$ cat src/hdl/x86enc_pkg.sv
// Package: shared types and opcode constants for the x86-64 instruction encoder.
`default_nettype none

package x86enc_pkg;

    localparam int MaxBytes = 10;
    localparam int IdxW     = 4;

    typedef logic [7:0] t_byte;

    // one encoded instruction: bytes in emit order, index of the final byte
    typedef struct packed {
        t_byte [MaxBytes-1:0] bytes;
        logic  [IdxW-1:0]     last_idx;
    } t_enc_rec;

    typedef struct packed {
        logic empty;
        logic full;
    } t_q_status;

    typedef enum logic [3:0] {
        FUNC_MOV_IMM64 = 4'd0,
        FUNC_PUSH      = 4'd1,
        FUNC_POP       = 4'd2,
        FUNC_SUB_IMM32 = 4'd3,
        FUNC_ADD_IMM32 = 4'd4,
        FUNC_RET       = 4'd5,
        FUNC_CMP       = 4'd6,
        FUNC_TEST      = 4'd7,
        FUNC_JMP       = 4'd8,
        FUNC_JNE       = 4'd9,
        FUNC_JE        = 4'd10,
        FUNC_CALL      = 4'd11,
        FUNC_NOP       = 4'd12,
        FUNC_MOVSS     = 4'd13,
        FUNC_ADDSS     = 4'd14,
        FUNC_MULSS     = 4'd15
    } t_func;

    localparam t_byte REX_BASE     = 8'h40;
    localparam t_byte REX_W        = 8'h48;
    localparam t_byte REX_B        = 8'h41;
    localparam t_byte OP_MOV_IMM   = 8'hB8;
    localparam t_byte OP_PUSH      = 8'h50;
    localparam t_byte OP_POP       = 8'h58;
    localparam t_byte OP_ALU_IMM   = 8'h81;
    localparam t_byte MODRM_SUB    = 8'hE8;
    localparam t_byte MODRM_DIRECT = 8'hC0;
    localparam t_byte OP_RET       = 8'hC3;
    localparam t_byte OP_CMP       = 8'h39;
    localparam t_byte OP_TEST      = 8'h85;
    localparam t_byte OP_JMP       = 8'hE9;
    localparam t_byte OP_ESC       = 8'h0F;
    localparam t_byte OP_JNE       = 8'h85;
    localparam t_byte OP_JE        = 8'h84;
    localparam t_byte OP_CALL      = 8'hFF;
    localparam t_byte MODRM_CALL   = 8'hD0;
    localparam t_byte OP_NOP       = 8'h90;
    localparam t_byte PFX_SSE      = 8'hF3;
    localparam t_byte OP_MOVSS     = 8'h10;
    localparam t_byte OP_ADDSS     = 8'h58;
    localparam t_byte OP_MULSS     = 8'h59;

endpackage

`default_nettype wire

$ cat src/hdl/x86enc_front.sv
// Front end: accepts a request and classifies it into an encoded byte record.
`default_nettype none

module x86enc_front
    import x86enc_pkg::*;
(
    input  wire logic        start,
    input  wire logic [3:0]  i_func,
    input  wire logic [3:0]  i_first_reg,
    input  wire logic [3:0]  i_second_reg,
    input  wire logic [63:0] i_immediate,
    input  wire t_q_status   i_q_status,
    output logic             o_push,
    output t_enc_rec         o_rec
);

    t_byte opb;
    t_byte rex_sse;
    t_byte modrm_rr;

    assign o_push = start && !i_q_status.full;

    always_comb begin
        o_rec    = '0;
        opb      = '0;
        rex_sse  = REX_BASE | {5'b0, i_first_reg[3], 1'b0, i_second_reg[3]};
        modrm_rr = MODRM_DIRECT | {2'b0, i_second_reg[2:0], i_first_reg[2:0]};
        case (t_func'(i_func))
            FUNC_MOV_IMM64: begin
                o_rec.bytes[0]   = REX_W | {7'b0, i_first_reg[3]};
                o_rec.bytes[1]   = OP_MOV_IMM | {5'b0, i_first_reg[2:0]};
                // imm64, little-endian
                o_rec.bytes[9:2] = i_immediate;
                o_rec.last_idx   = 4'd9;
            end
            FUNC_PUSH, FUNC_POP, FUNC_CALL: begin
                case (t_func'(i_func))
                    FUNC_PUSH: opb = OP_PUSH | {5'b0, i_first_reg[2:0]};
                    FUNC_POP:  opb = OP_POP | {5'b0, i_first_reg[2:0]};
                    default:   opb = OP_CALL;
                endcase
                if (i_first_reg[3]) begin
                    o_rec.bytes[0] = REX_B;
                    o_rec.bytes[1] = opb;
                    o_rec.last_idx = 4'd1;
                end else begin
                    o_rec.bytes[0] = opb;
                    o_rec.last_idx = 4'd0;
                end
                // call reg carries a ModRM after the opcode
                if (t_func'(i_func) == FUNC_CALL) begin
                    o_rec.bytes[{3'b0, i_first_reg[3]} + 4'd1] =
                        MODRM_CALL | {5'b0, i_first_reg[2:0]};
                    o_rec.last_idx = o_rec.last_idx + 4'd1;
                end
            end
            FUNC_SUB_IMM32, FUNC_ADD_IMM32: begin
                o_rec.bytes[0] = REX_W | {7'b0, i_first_reg[3]};
                o_rec.bytes[1] = OP_ALU_IMM;
                o_rec.bytes[2] = ((t_func'(i_func) == FUNC_SUB_IMM32) ? MODRM_SUB : MODRM_DIRECT)
                                 | {5'b0, i_first_reg[2:0]};
                o_rec.bytes[6:3] = i_immediate[31:0];
                o_rec.last_idx = 4'd6;
            end
            FUNC_RET: begin
                o_rec.bytes[0] = OP_RET;
                o_rec.last_idx = 4'd0;
            end
            FUNC_CMP, FUNC_TEST: begin
                o_rec.bytes[0] = REX_W | {5'b0, i_second_reg[3], 1'b0, i_first_reg[3]};
                o_rec.bytes[1] = (t_func'(i_func) == FUNC_CMP) ? OP_CMP : OP_TEST;
                o_rec.bytes[2] = modrm_rr;
                o_rec.last_idx = 4'd2;
            end
            FUNC_JMP: begin
                o_rec.bytes[0]   = OP_JMP;
                o_rec.bytes[4:1] = i_immediate[31:0];
                o_rec.last_idx   = 4'd4;
            end
            FUNC_JNE, FUNC_JE: begin
                o_rec.bytes[0]   = OP_ESC;
                o_rec.bytes[1]   = (t_func'(i_func) == FUNC_JNE) ? OP_JNE : OP_JE;
                o_rec.bytes[5:2] = i_immediate[31:0];
                o_rec.last_idx   = 4'd5;
            end
            FUNC_NOP: begin
                o_rec.bytes[0] = OP_NOP;
                o_rec.last_idx = 4'd0;
            end
            default: begin
                // SSE scalar forms; REX sits after F3 and only when R or B is set
                case (t_func'(i_func))
                    FUNC_MOVSS: opb = OP_MOVSS;
                    FUNC_ADDSS: opb = OP_ADDSS;
                    default:    opb = OP_MULSS;
                endcase
                // ModRM: reg = xmm destination, rm = xmm source
                modrm_rr = MODRM_DIRECT | {2'b0, i_first_reg[2:0], i_second_reg[2:0]};
                o_rec.bytes[0] = PFX_SSE;
                if (rex_sse != REX_BASE) begin
                    o_rec.bytes[1] = rex_sse;
                    o_rec.bytes[2] = OP_ESC;
                    o_rec.bytes[3] = opb;
                    o_rec.bytes[4] = modrm_rr;
                    o_rec.last_idx = 4'd4;
                end else begin
                    o_rec.bytes[1] = OP_ESC;
                    o_rec.bytes[2] = opb;
                    o_rec.bytes[3] = modrm_rr;
                    o_rec.last_idx = 4'd3;
                end
            end
        endcase
    end

endmodule

`default_nettype wire

$ cat src/hdl/x86enc_queue.sv
// Two-entry record queue between the front end and the byte emitter.
`default_nettype none

module x86enc_queue
    import x86enc_pkg::*;
(
    input  wire logic     i_clk,
    input  wire logic     i_rst_n,
    input  wire logic     i_push,
    input  wire t_enc_rec i_rec,
    input  wire logic     i_pop,
    output t_enc_rec      o_rec,
    output t_q_status     o_status
);

    t_enc_rec   r_mem [2];
    logic       r_wr_ptr;
    logic       r_rd_ptr;
    logic [1:0] r_count;

    assign o_rec           = r_mem[r_rd_ptr];
    assign o_status.empty  = (r_count == 2'd0);
    assign o_status.full   = (r_count == 2'd2);

    always_ff @(posedge i_clk) begin
        if (!i_rst_n) begin
            r_wr_ptr <= 1'b0;
            r_rd_ptr <= 1'b0;
            r_count  <= 2'd0;
        end else begin
            if (i_push) begin
                r_wr_ptr <= ~r_wr_ptr;
            end
            if (i_pop) begin
                r_rd_ptr <= ~r_rd_ptr;
            end
            case ({i_push, i_pop})
                2'b10:   r_count <= r_count + 2'd1;
                2'b01:   r_count <= r_count - 2'd1;
                default: r_count <= r_count;
            endcase
        end
    end

    always_ff @(posedge i_clk) begin
        if (i_push) begin
            r_mem[r_wr_ptr] <= i_rec;
        end
    end

endmodule

`default_nettype wire

$ cat src/hdl/x86enc_back.sv
// Back end: walks an encoded record and emits one code byte per cycle.
`default_nettype none

module x86enc_back
    import x86enc_pkg::*;
(
    input  wire logic      i_clk,
    input  wire logic      i_rst_n,
    input  wire t_enc_rec  i_rec,
    input  wire t_q_status i_q_status,
    output logic           o_pop,
    output logic           o_strobe,
    output logic [7:0]     o_code_byte,
    output logic           o_last_byte
);

    t_enc_rec        r_rec;
    logic [IdxW-1:0] r_idx;
    logic            r_active;
    logic            r_strobe;
    logic            r_last;
    t_byte           r_code_byte;
    logic            at_last;

    assign at_last = (r_idx == r_rec.last_idx);
    // next record loads in the same cycle the current one finishes
    assign o_pop   = !i_q_status.empty && (!r_active || at_last);

    assign o_strobe    = r_strobe;
    assign o_last_byte = r_last;
    assign o_code_byte = r_code_byte;

    always_ff @(posedge i_clk) begin
        if (!i_rst_n) begin
            r_active <= 1'b0;
            r_idx    <= '0;
            r_strobe <= 1'b0;
            r_last   <= 1'b0;
        end else begin
            r_strobe <= r_active;
            r_last   <= r_active && at_last;
            if (o_pop) begin
                r_active <= 1'b1;
                r_idx    <= '0;
            end else if (r_active && at_last) begin
                r_active <= 1'b0;
            end else if (r_active) begin
                r_idx <= r_idx + 1'b1;
            end
        end
    end

    always_ff @(posedge i_clk) begin
        if (o_pop) begin
            r_rec <= i_rec;
        end
        r_code_byte <= r_rec.bytes[r_idx];
    end

endmodule

`default_nettype wire

$ cat src/hdl/x86_64_instruction_encoder.sv
// Top level: x86-64 instruction encoder, front end, record queue and byte emitter.
`default_nettype none

// Usage
//   Request channel: drive i_func, i_first_reg, i_second_reg, i_immediate and
//   raise start; the transaction is taken at a rising edge with start high and
//   busy low. busy is high only while the two-entry record queue is full.
//   Result channel: one machine code byte per cycle on o_code_byte, marked by
//   o_strobe for exactly one cycle; o_last_byte flags the final byte of each
//   instruction. The receiver cannot stall, so every strobed byte is taken.
//   When the emitter is idle, the first byte of a request passes through the
//   queue write, the record load and the output register.
//   Throughput: an instruction of 1 to 10 bytes holds the emitter while it walks
//   those bytes; the emitter's one-byte-per-cycle walk sets the rate, and the next
//   record loads on the cycle the current one ends, so queued instructions follow
//   with no gap. Requests are taken every cycle until the queue fills.
//   Reset (synchronous, active low) empties the queue and idles the emitter;
//   no strobe is issued until a new request arrives.

module x86_64_instruction_encoder
    import x86enc_pkg::*;
(
    input  wire logic        i_clk,
    input  wire logic        i_rst_n,
    input  wire logic        start,
    output logic             busy,
    input  wire logic [3:0]  i_func,
    input  wire logic [3:0]  i_first_reg,
    input  wire logic [3:0]  i_second_reg,
    input  wire logic [63:0] i_immediate,
    output logic             o_strobe,
    output logic [7:0]       o_code_byte,
    output logic             o_last_byte
);

    t_enc_rec  front_rec;
    t_enc_rec  q_rec;
    t_q_status q_status;
    logic      push;
    logic      pop;

    assign busy = q_status.full;

    // classify the request into a complete byte record
    x86enc_front u_front (
        .start        (start),
        .i_func       (i_func),
        .i_first_reg  (i_first_reg),
        .i_second_reg (i_second_reg),
        .i_immediate  (i_immediate),
        .i_q_status   (q_status),
        .o_push       (push),
        .o_rec        (front_rec)
    );

    // decouples acceptance from byte emission
    x86enc_queue u_queue (
        .i_clk    (i_clk),
        .i_rst_n  (i_rst_n),
        .i_push   (push),
        .i_rec    (front_rec),
        .i_pop    (pop),
        .o_rec    (q_rec),
        .o_status (q_status)
    );

    // one byte per cycle out of the head record
    x86enc_back u_back (
        .i_clk       (i_clk),
        .i_rst_n     (i_rst_n),
        .i_rec       (q_rec),
        .i_q_status  (q_status),
        .o_pop       (pop),
        .o_strobe    (o_strobe),
        .o_code_byte (o_code_byte),
        .o_last_byte (o_last_byte)
    );

endmodule

`default_nettype wire

$ cat config.mk
export PLATFORM = sky130hd
export DESIGN_NAME = x86_64_instruction_encoder
export DESIGN_NICKNAME = d
export VERILOG_FILES = /design/src/hdl/x86enc_pkg.sv /design/src/hdl/x86enc_front.sv /design/src/hdl/x86enc_queue.sv /design/src/hdl/x86enc_back.sv /design/src/hdl/x86_64_instruction_encoder.sv
export SDC_FILE = /design/constraint.sdc
export NUM_CORES = 1
export LEC_CHECK = 0
export ABC_AREA = 1
export BUFFER_PORTS_ARGS = -buffer_cell sky130_fd_sc_hd__buf_4
export CAP_MARGIN = 10
export CORE_MARGIN = 1
export CORE_UTILIZATION = 40
export DETAILED_ROUTE_END_ITERATION = 7
export GPL_TIMING_DRIVEN = 0
export SLEW_MARGIN = 10
export SYNTH_ARGS = -nofsm -noshare
export SYNTH_HDL_FRONTEND = slang
export SYNTH_SLANG_ARGS = --single-unit
$ cat constraint.sdc
create_clock -name i_clk -period 5.6 [get_ports i_clk]
set_input_delay 1.12 -clock i_clk [delete_from_list [all_inputs] [get_ports i_clk]]
set_output_delay 1.12 -clock i_clk [all_outputs]
set_load 0.02 [all_outputs]
==> results.tsv, run 1 <==
metric	value	unit
worst hold-check path type	flip-flop to flip-flop	
drt drc	0	
Yosys reg bits	271	
internal power	4.77	mW
number of global-route vias before repair	7131	
Fillers	2521	
Least-Margin Pin Slew	975	ps
Clk pwr share	0.294	
grt total ovfl	0	
Synth Instances	914	
initial antenna violation count	0	
H-tree level count	1	
first-pass GRT wire length	41000	microns
layout cells sized above 1	0.261	
leakage	5.36	nW
Post-Synth Simple-Gate Area	0.110	
critical path peak fanout	56	
sequential share of the synthesized area	0.690	
post-route insts no fill	1441	
largest net degree at the start of global routing	57	
largest family of logic cells by synthesized area	simple AND/OR/NAND/NOR gates	
I/O Buffers	89	
Max Root-Sink Buffers	3	
Logic pwr share	0.239	
Syn Std Cell Area	0.0115	sq mm
Final Hold Fails	0	
Starting Density	0.410	
final wirelength	27100	microns
mux contribution to synthesized area	0.0821	
Crit. End Element	flip-flop	
clock skew	50.9	ps
Total GRT Usage	0.188	
WL per Instance	18.8	microns
# rows	61	
later-pin clock latency in the skew report	570	ps
register share of total power	0.467	
fin nets	1124	
warnings from Yosys	0	
Synth Area in Compound Gates	0.0675	
PD cells	483	mW/mm^2
final slew viol count	0	
Synth Net Count	997	
crit start category	flip-flop	
DR vias/cell	5.06	
Final Cycle Share	0.508	
Sw Share	0.288	
Worst R2R Path Depth	15	
postcts setup bufs	0	
Worst EP required	6010	ps
I/O Pins	90	
placed cells	1389	
hold path depth	1	
max-cap viol count	0	
Peak Freq	351	MHz
XOR/XNOR share of the synthesized area	0.00152	
status	finished clean	
via count	7292	
Max-slew headroom	0.345	
VDD IR max	268	uV
cts hold-fix bufs	0	
Chip Width	172	microns
total CTS buffers	28	
critical path class	flip-flop to flip-flop	
final hold slack	500	ps
Post-DRT Antenna Nets	0	
post-synthesis adder-cell area fraction	0.00434	
commonest cells after routing, fill and taps aside	252 x edfxtp_1, 145 x nand2_1, 100 x nor2_1	
most common cell after layout, fill and taps aside	edfxtp_1	
root buffer cell	clkbuf_16	
Die ar.	0.0295	sq mm
CTS clock-pin slew for the worst setup and hold paths	60	ps
syn_area_per_cell	12.6	sq um
crit path time final	2850	ps
Final setup viols	0	
Critical Path AT	3260	ps
Yosys cell types	34	
area delta synth->final	20.4	%
post-layout util	0.494	
P_sw	1.93	mW
GPL Wtd Cong	0.907	
CTS tree	built	
hpwl dp	19700	microns
CTS-repair resized insts	0	
Core Area	0.0281	sq mm
DR iter-0 viols	620	
clock sink total	271	
DR pass1 iterations	5	
ANT cells	0	
Die H	172	microns
RSZ-0062 raised after global routing	false	
power by group through the flow:
stage          combinational (mW)  clock, mW  sequential (mW)
2_1_floorplan               0.971          0             3.18
3_3_place_gp                 1.53          0             3.24
3_5_place_dp                 1.62          0             3.17
4_1_cts                      1.62       2.00             3.13
5_1_grt                      1.75       2.08             3.18
6_report                     1.60       1.97             3.13
layer usage:
layer  up-vias  global-route usage  routed length, microns
li1       3496                   -                       -
met1      3544               0.266                   12700
met2       214               0.299                   12400
met3        38              0.0281                    1370
met4         0              0.0623                     707
met5         -                   0                       0
stage by stage:
stage / setup WS [ps] / TNS [ps] / power [mW] / instance area (sq um)
floorplan: 250 / 0 / 4.15 / 11500
global placement: -2350 / -392740 / 4.77 / 12700
detailed placement: 2650 / 0 / 4.79 / 12900
CTS: 2680 / 0 / 6.76 / 13900
global route: 2320 / 0 / 7.01 / 13900
finish: 2750 / 0 / 6.70 / 13900
critical path, stage by stage (launching register included):
cell,delay [ps]
dfxtp_1,340
buf_2,190
inv_2,90
nand2_1,60
nand2_1,50
nor2_1,80
nand2_1,160
nand2_2,180
nand2_1,130
inv_4,350
buf_16,310
ha_1,310
a21oi_1,110
o21ai_0,100
o21ai_0,170
a21oi_1,60
state kept, by name (all words and copies together), names as in the netlist:
| register | count |
|---|---|
| u_back.r_active | 1 |
| u_queue.r_mem | 168 |
| u_back.r_rec | 84 |
| u_queue.r_rd_ptr | 1 |
| u_queue.r_wr_ptr | 1 |
| u_back.o_strobe | 1 |
| u_back.r_idx | 4 |
| u_queue.r_count | 2 |
| u_back.o_code_byte | 8 |
| u_back.o_last_byte | 1 |
cell families (layout without fill, tap and decap cells):
kind of cell	count (synthesis)	after routing
muxes	84	84
and+or+nand+nor	303	303
adders and majority gates	4	4
DFF	271	271
AOI/OAI and AO/OA	129	129
buffers and inverters	121	270
xor gates and xnor gates	2	2
path summary, 6_finish.rpt:
kind / to / slack [ps] / start
worst max-delay path: u_queue.r_count[1] / 2750 / u_back.r_idx[0]
worst min-delay path: u_back.r_rec[25] / 500 / u_queue.r_mem[1][25]
worst max register to register: u_queue.r_count[1] / 2750 / u_back.r_idx[0]
worst min register to register: u_back.r_rec[25] / 500 / u_queue.r_mem[1][25]
Yosys cell counts (all sizes together):
master   count  area [sq um]
a22oi       12          90.1
o221ai       5          43.8
nor2       108           439
dfxtp       19           380
nor3         3          15.0
o211ai      22           165
a21oi       21           113
o21ai       58           294
a21boi       1          7.51
o2111ai      1          8.76
nand4        9          56.3
xor2         2          17.5
inv         84           315
buf         27           169
mux2        84           946
clkbuf      10          37.5
nand2      152           598
ha           4          50.1
o22ai        8          50.1
edfxtp     252          7570
nand3       30           150
a31oi        1          6.26
or2          1          6.26
final cells by class:
cell class                 instances  area, sq um  share of cell area
buffer                            37          206              0.0149
multi-input combinational        522         3070               0.221
timing repair buffer              97          866              0.0624
sequential                       271         7950               0.573
inverter                          84          318              0.0229
clock buffer                      33          719              0.0518
tap                              378          473              0.0341
clock inverter                    19          277              0.0199
Power figures use the tool's default switching activity.
==> inputs of run 2 (changes only) <==
==> constraint.sdc (replaced) <==
create_clock -name i_clk -period 2.9 [get_ports i_clk]
set_input_delay 0.58 -clock i_clk [delete_from_list [all_inputs] [get_ports i_clk]]
set_output_delay 0.58 -clock i_clk [all_outputs]
set_load 0.02 [all_outputs]
==> results.tsv, run 2 (synthesized netlist as in run 1, its figures left out) <==
metric	value	unit
drt drc	0	
Biggest register	u_queue.r_mem	
leakage	5.28	nW
final slew viol count	0	
CTS clock-pin slew for the worst setup and hold paths	60	ps
DR iter-0 viols	580	
initial antenna violation count	0	
GPL Wtd Cong	0.907	
crit path time final	2480	ps
Least-Margin Pin Slew	924	ps
hold path depth	3	
most common cell after layout, fill and taps aside	edfxtp_1	
max reg flops	168	
hpwl dp	19700	microns
Die ar.	0.0295	sq mm
Post-Layout Inst Area	0.0137	sq mm
number of global-route vias before repair	7261	
PD cells	904	mW/mm^2
Max-slew headroom	0.379	
Worst R2R Path Depth	9	
Min-Delay Endpoint	u_back.o_strobe	
H-tree level count	1	
WL per Instance	18.9	microns
later-pin clock latency in the skew report	530	ps
DR pass1 iterations	4	
crit-path cells	buf_2 -> inv_2 -> nand2_1 -> nand2_1 -> nor2_1 -> nand2_1 -> nand2_2 -> nand2_1 -> clkinvlp_2	
final hold slack	317	ps
ANT cells	0	
clock sink total	271	
critical path class	flip-flop to flip-flop	
max-cap viol count	0	
# rows	61	
commonest cells after routing, fill and taps aside	252 x edfxtp_1, 145 x nand2_1, 100 x nor2_1	
area delta synth->final	18.9	%
Worst EP required	2970	ps
I/O Buffers	89	
Crit. End Element	flip-flop	
Starting Density	0.410	
DR vias/cell	5.03	
register share of total power	0.486	
DP Area	0.0129	sq mm
critical path's top delay family	buffers and inverters	
first-pass GRT wire length	41200	microns
RSZ-0062 raised after global routing	false	
I/O Pins	90	
CP peak stage delay	640	ps
Final Hold Fails	0	
slack of the worst reg-to-reg path	420	ps
Max Root-Sink Buffers	3	
Post-DRT Antenna Nets	0	
Core Area	0.0281	sq mm
Total GRT Usage	0.189	
critical path peak fanout	13	
final wirelength	27200	microns
grt total ovfl	0	
clock skew	16.2	ps
Sw Share	0.294	
Buf+Inv Stages, Crit Path	3	
internal power	8.75	mW
layout cells sized above 1	0.258	
Logic pwr share	0.255	
fin nets	1126	
worst hold-check path type	input pin to flip-flop	
reg-to-reg startpoint	u_back.r_idx[0]	
total CTS buffers	27	
VDD IR max	452	uV
slowest CP cell	clkinvlp_2	
Clk pwr share	0.259	
P_sw	3.64	mW
Peak Freq	402	MHz
CTS tree	built	
crit start category	flip-flop	
Chip Width	172	microns
Final setup viols	0	
largest net degree at the start of global routing	34	
post-layout util	0.488	
Final Cycle Share	0.857	
total power	12.4	mW
Die H	172	microns
Final TNS setup	0	ps
hold path startpoint	i_rst_n	
r2r endpoint	u_back.r_rec[21]	
status	finished clean	
cell depth of the worst setup path	9	
root buffer cell	clkbuf_16	
via count	7240	
most used cell, CP	nand2_1	
Critical Path AT	2560	ps
-- run 2: cell types whose count changed in the layout (fill, tap and decap cells not counted) --
cell / before / now
clkbuf_16: 28 / 27
clkbuf_1: 15 / 11
inv_6: 0 / 1
bufinv_16: 6 / 0
buf_16: 5 / 2
clkinv_2: 7 / 3
buf_12: 3 / 6
clkinvlp_2: 0 / 1
inv_4: 1 / 0
clkinv_1: 2 / 7
clkinv_4: 1 / 0
buf_4: 91 / 93
clkbuf_8: 0 / 6
clkinv_16: 1 / 0
-- run 2: timing repair --
action,CTS,global route
pin swaps,0,0
gates cloned,1,0
buffers inserted,0,2
hold buffers,0,0
setup endpoints to repair,1,1
resized for setup,0,0
-- run 2: how the worst max path moves through the flow --
stage,from,end
2_1_floorplan,start,u_queue.r_mem[1][0]
3_3_place_gp,start,u_queue.r_mem[1][59]
3_5_place_dp,u_back.r_idx[0],u_queue.r_count[1]
4_1_cts,u_back.r_idx[0],u_queue.r_count[1]
5_1_grt,u_back.r_idx[0],u_back.r_rec[21]
6_report,u_back.r_idx[0],u_back.r_rec[21]
-- run 2: per-stage QoR --
stage	cells	worst slack, ps
final	1438	415
after global placement	1381	-2110
after detailed placement	1389	-59.7
after floorplan	914	-534
after global routing	1438	159
after CTS	1436	45.2
-- run 2: routing by layer --
metal | wire length, microns | global-route usage
met5 | 0 | 0
met3 | 1310 | 0.0276
met4 | 595 | 0.0519
met2 | 12600 | 0.306
met1 | 12700 | 0.264
-- run 2: worst min-delay path, stage by stage --
cell	delay (ps)
buf_4	120
nand2_1	70
inv_1	50
-- run 2: power by group through the flow --
stage,logic (mW),clock network [mW],registers (mW)
after global routing,3.48,3.39,6.12
after CTS,3.20,3.26,6.03
after global placement,2.97,0,6.18
final,3.16,3.21,6.02
after detailed placement,3.16,0,6.11
after floorplan,1.88,0,6.11
-- run 2: cell type report --
| cell class | count | area, sq um |
|---|---|---|
| Tap cell | 378 | 473 |
| Inverter | 84 | 319 |
| Multi-Input combinational cell | 522 | 3070 |
| Timing Repair Buffer | 99 | 858 |
| Sequential cell | 271 | 7950 |
| Fill cell | 2545 | 14400 |
| Clock buffer | 34 | 762 |
| Buffer | 37 | 206 |
| Timing Repair inverter | 1 | 5.00 |
| Clock inverter | 12 | 57.6 |
==> inputs of run 3 (changes only) <==
--- a/config.mk
+++ b/config.mk
@@ -8,6 +8,7 @@
 export ABC_AREA = 1
 export BUFFER_PORTS_ARGS = -buffer_cell sky130_fd_sc_hd__buf_4
 export CAP_MARGIN = 10
+export CORE_ASPECT_RATIO = 1.2
 export CORE_MARGIN = 1
 export CORE_UTILIZATION = 40
 export DETAILED_ROUTE_END_ITERATION = 7
==> results.tsv, run 3 (synthesized netlist as in run 1, its figures left out) <==
metric	value	unit
status	finished clean	
H-tree level count	1	
area delta synth->final	18.5	%
root buffer cell	clkbuf_16	
Logic pwr share	0.255	
via count	7276	
Critical Path Source	u_back.r_idx[0]	
Peak Freq	380	MHz
clock sink total	271	
most common cell after layout, fill and taps aside	edfxtp_1	
Starting Density	0.409	
later-pin clock latency in the skew report	530	ps
Crit. End Element	flip-flop	
I/O Pins	90	
DR pass1 iterations	5	
Sw Share	0.292	
PD cells	902	mW/mm^2
P_sw	3.60	mW
largest net degree at the start of global routing	30	
VDD IR max	471	uV
Die ar.	0.0295	sq mm
I/O Buffers	89	
CTS clock-pin slew for the worst setup and hold paths	60	ps
Min-Delay Endpoint	u_back.o_strobe	
critical path's top delay family	buffers and inverters	
Buf+Inv Stages, Crit Path	3	
leakage	5.26	nW
critical path class	flip-flop to flip-flop	
CTS tree	built	
Final setup viols	0	
Final Cycle Share	0.908	
hold path startpoint	i_rst_n	
DP Worst Slack	-220	ps
number of global-route vias before repair	7441	
Clk pwr share	0.258	
ANT cells	0	
Total GRT Usage	0.191	
Biggest register	u_queue.r_mem	
layout cells sized above 1	0.254	
slack of the worst reg-to-reg path	270	ps
WL per Instance	19.1	microns
# rows	67	
Final Hold Fails	0	
Chip Width	157	microns
CP peak stage delay	760	ps
Max Root-Sink Buffers	3	
Core Area	0.0282	sq mm
r2r endpoint	u_back.r_rec[19]	
clock skew	18.2	ps
most used cell, CP	nand2_1	
crit path time final	2630	ps
max-cap viol count	0	
Worst R2R Path Depth	9	
DR vias/cell	5.06	
max reg flops	168	
first-pass GRT wire length	42100	microns
crit-path cells	buf_2 -> inv_2 -> nand2_1 -> nand2_1 -> nor2_1 -> nand2_1 -> nand2_2 -> nand2_1 -> clkinvlp_2	
hold path depth	3	
initial antenna violation count	0	
final wirelength	27400	microns
GPL Wtd Cong	0.933	
Worst EP required	2900	ps
Post-DRT Antenna Nets	0	
Final WS setup	266	ps
fin nets	1125	
worst hold-check path type	input pin to flip-flop	
reg-to-reg startpoint	u_back.r_idx[0]	
commonest cells after routing, fill and taps aside	252 x edfxtp_1, 145 x nand2_1, 100 x nor2_1	
critical path peak fanout	15	
final slew viol count	0	
total CTS buffers	26	
final hold slack	330	ps
Least-Margin Pin Slew	1040	ps
internal power	8.72	mW
RSZ-0062 raised after global routing	false	
Die H	188	microns
grt total ovfl	0	
register share of total power	0.487	
crit start category	flip-flop	
Critical Path AT	2630	ps
Max-slew headroom	0.299	
DR iter-0 viols	474	
hpwl dp	20000	microns
slowest CP cell	clkinvlp_2	
drt drc	0	
[run 3: worst max-delay path by stage]
stage | to | slack, ps | cells after the start
finish | u_back.r_rec[19] | 270 | 9
global route | u_back.r_rec[14] | 10 | 9
CTS | u_back.r_rec[19] | 150 | 9
detailed placement | u_queue.r_count[1] | -220 | 14
global placement | u_queue.r_mem[1][49] | -2100 | 3
floorplan | u_queue.r_mem[1][0] | -530 | 2
[run 3: timing repair]
action / CTS / global route
setup buffers: 2 / 0
gates resized for setup: 0 / 0
setup endpoints to repair: 2 / 0
hold buffers: 0 / 0
[run 3: power groups by stage]
stage / clock (mW) / combinational, mW / sequential [mW]
3_3_place_gp: 0 / 2.94 / 6.15
2_1_floorplan: 0 / 1.88 / 6.11
6_report: 3.17 / 3.14 / 6.01
3_5_place_dp: 0 / 3.13 / 6.10
4_1_cts: 3.24 / 3.21 / 6.02
5_1_grt: 3.38 / 3.47 / 6.12
[run 3: cell type report]
class / count / area, sq um
sequential: 271 / 7950
buffer: 37 / 206
tap: 379 / 474
timing repair inverter: 1 / 5.00
clock buffer: 30 / 666
inverter: 84 / 319
clock inverter: 14 / 126
fill: 2561 / 14500
timing repair buffer: 99 / 843
multi-input combinational: 522 / 3070
[run 3: metrics by stage]
stage | instances | setup TNS [ps] | power [mW] | area (sq um) | util
floorplan | 914 | -90340 | 7.99 | 11500 | -
detailed placement | 1390 | -280 | 9.23 | 12800 | 0.456
finish | 1437 | 0 | 12.3 | 13700 | 0.485
global placement | 1382 | -417400 | 9.09 | 12700 | 0.450
CTS | 1437 | 0 | 12.5 | 13700 | 0.485
global route | 1437 | 0 | 13.0 | 13700 | 0.485
[run 3: worst min-delay path, delay by kind of cell]
family | cells | cell delay (ps)
buffers and inverters | 2 | 170
AND/OR/NAND/NOR | 1 | 70
[run 3: metal layers]
metal	wire, microns	GRT usage	up-vias
met4	908	0.0747	0
met5	0	0	-
met1	11900	0.252	3499
li1	-	-	3497
met2	13400	0.320	227
met3	1220	0.0243	53
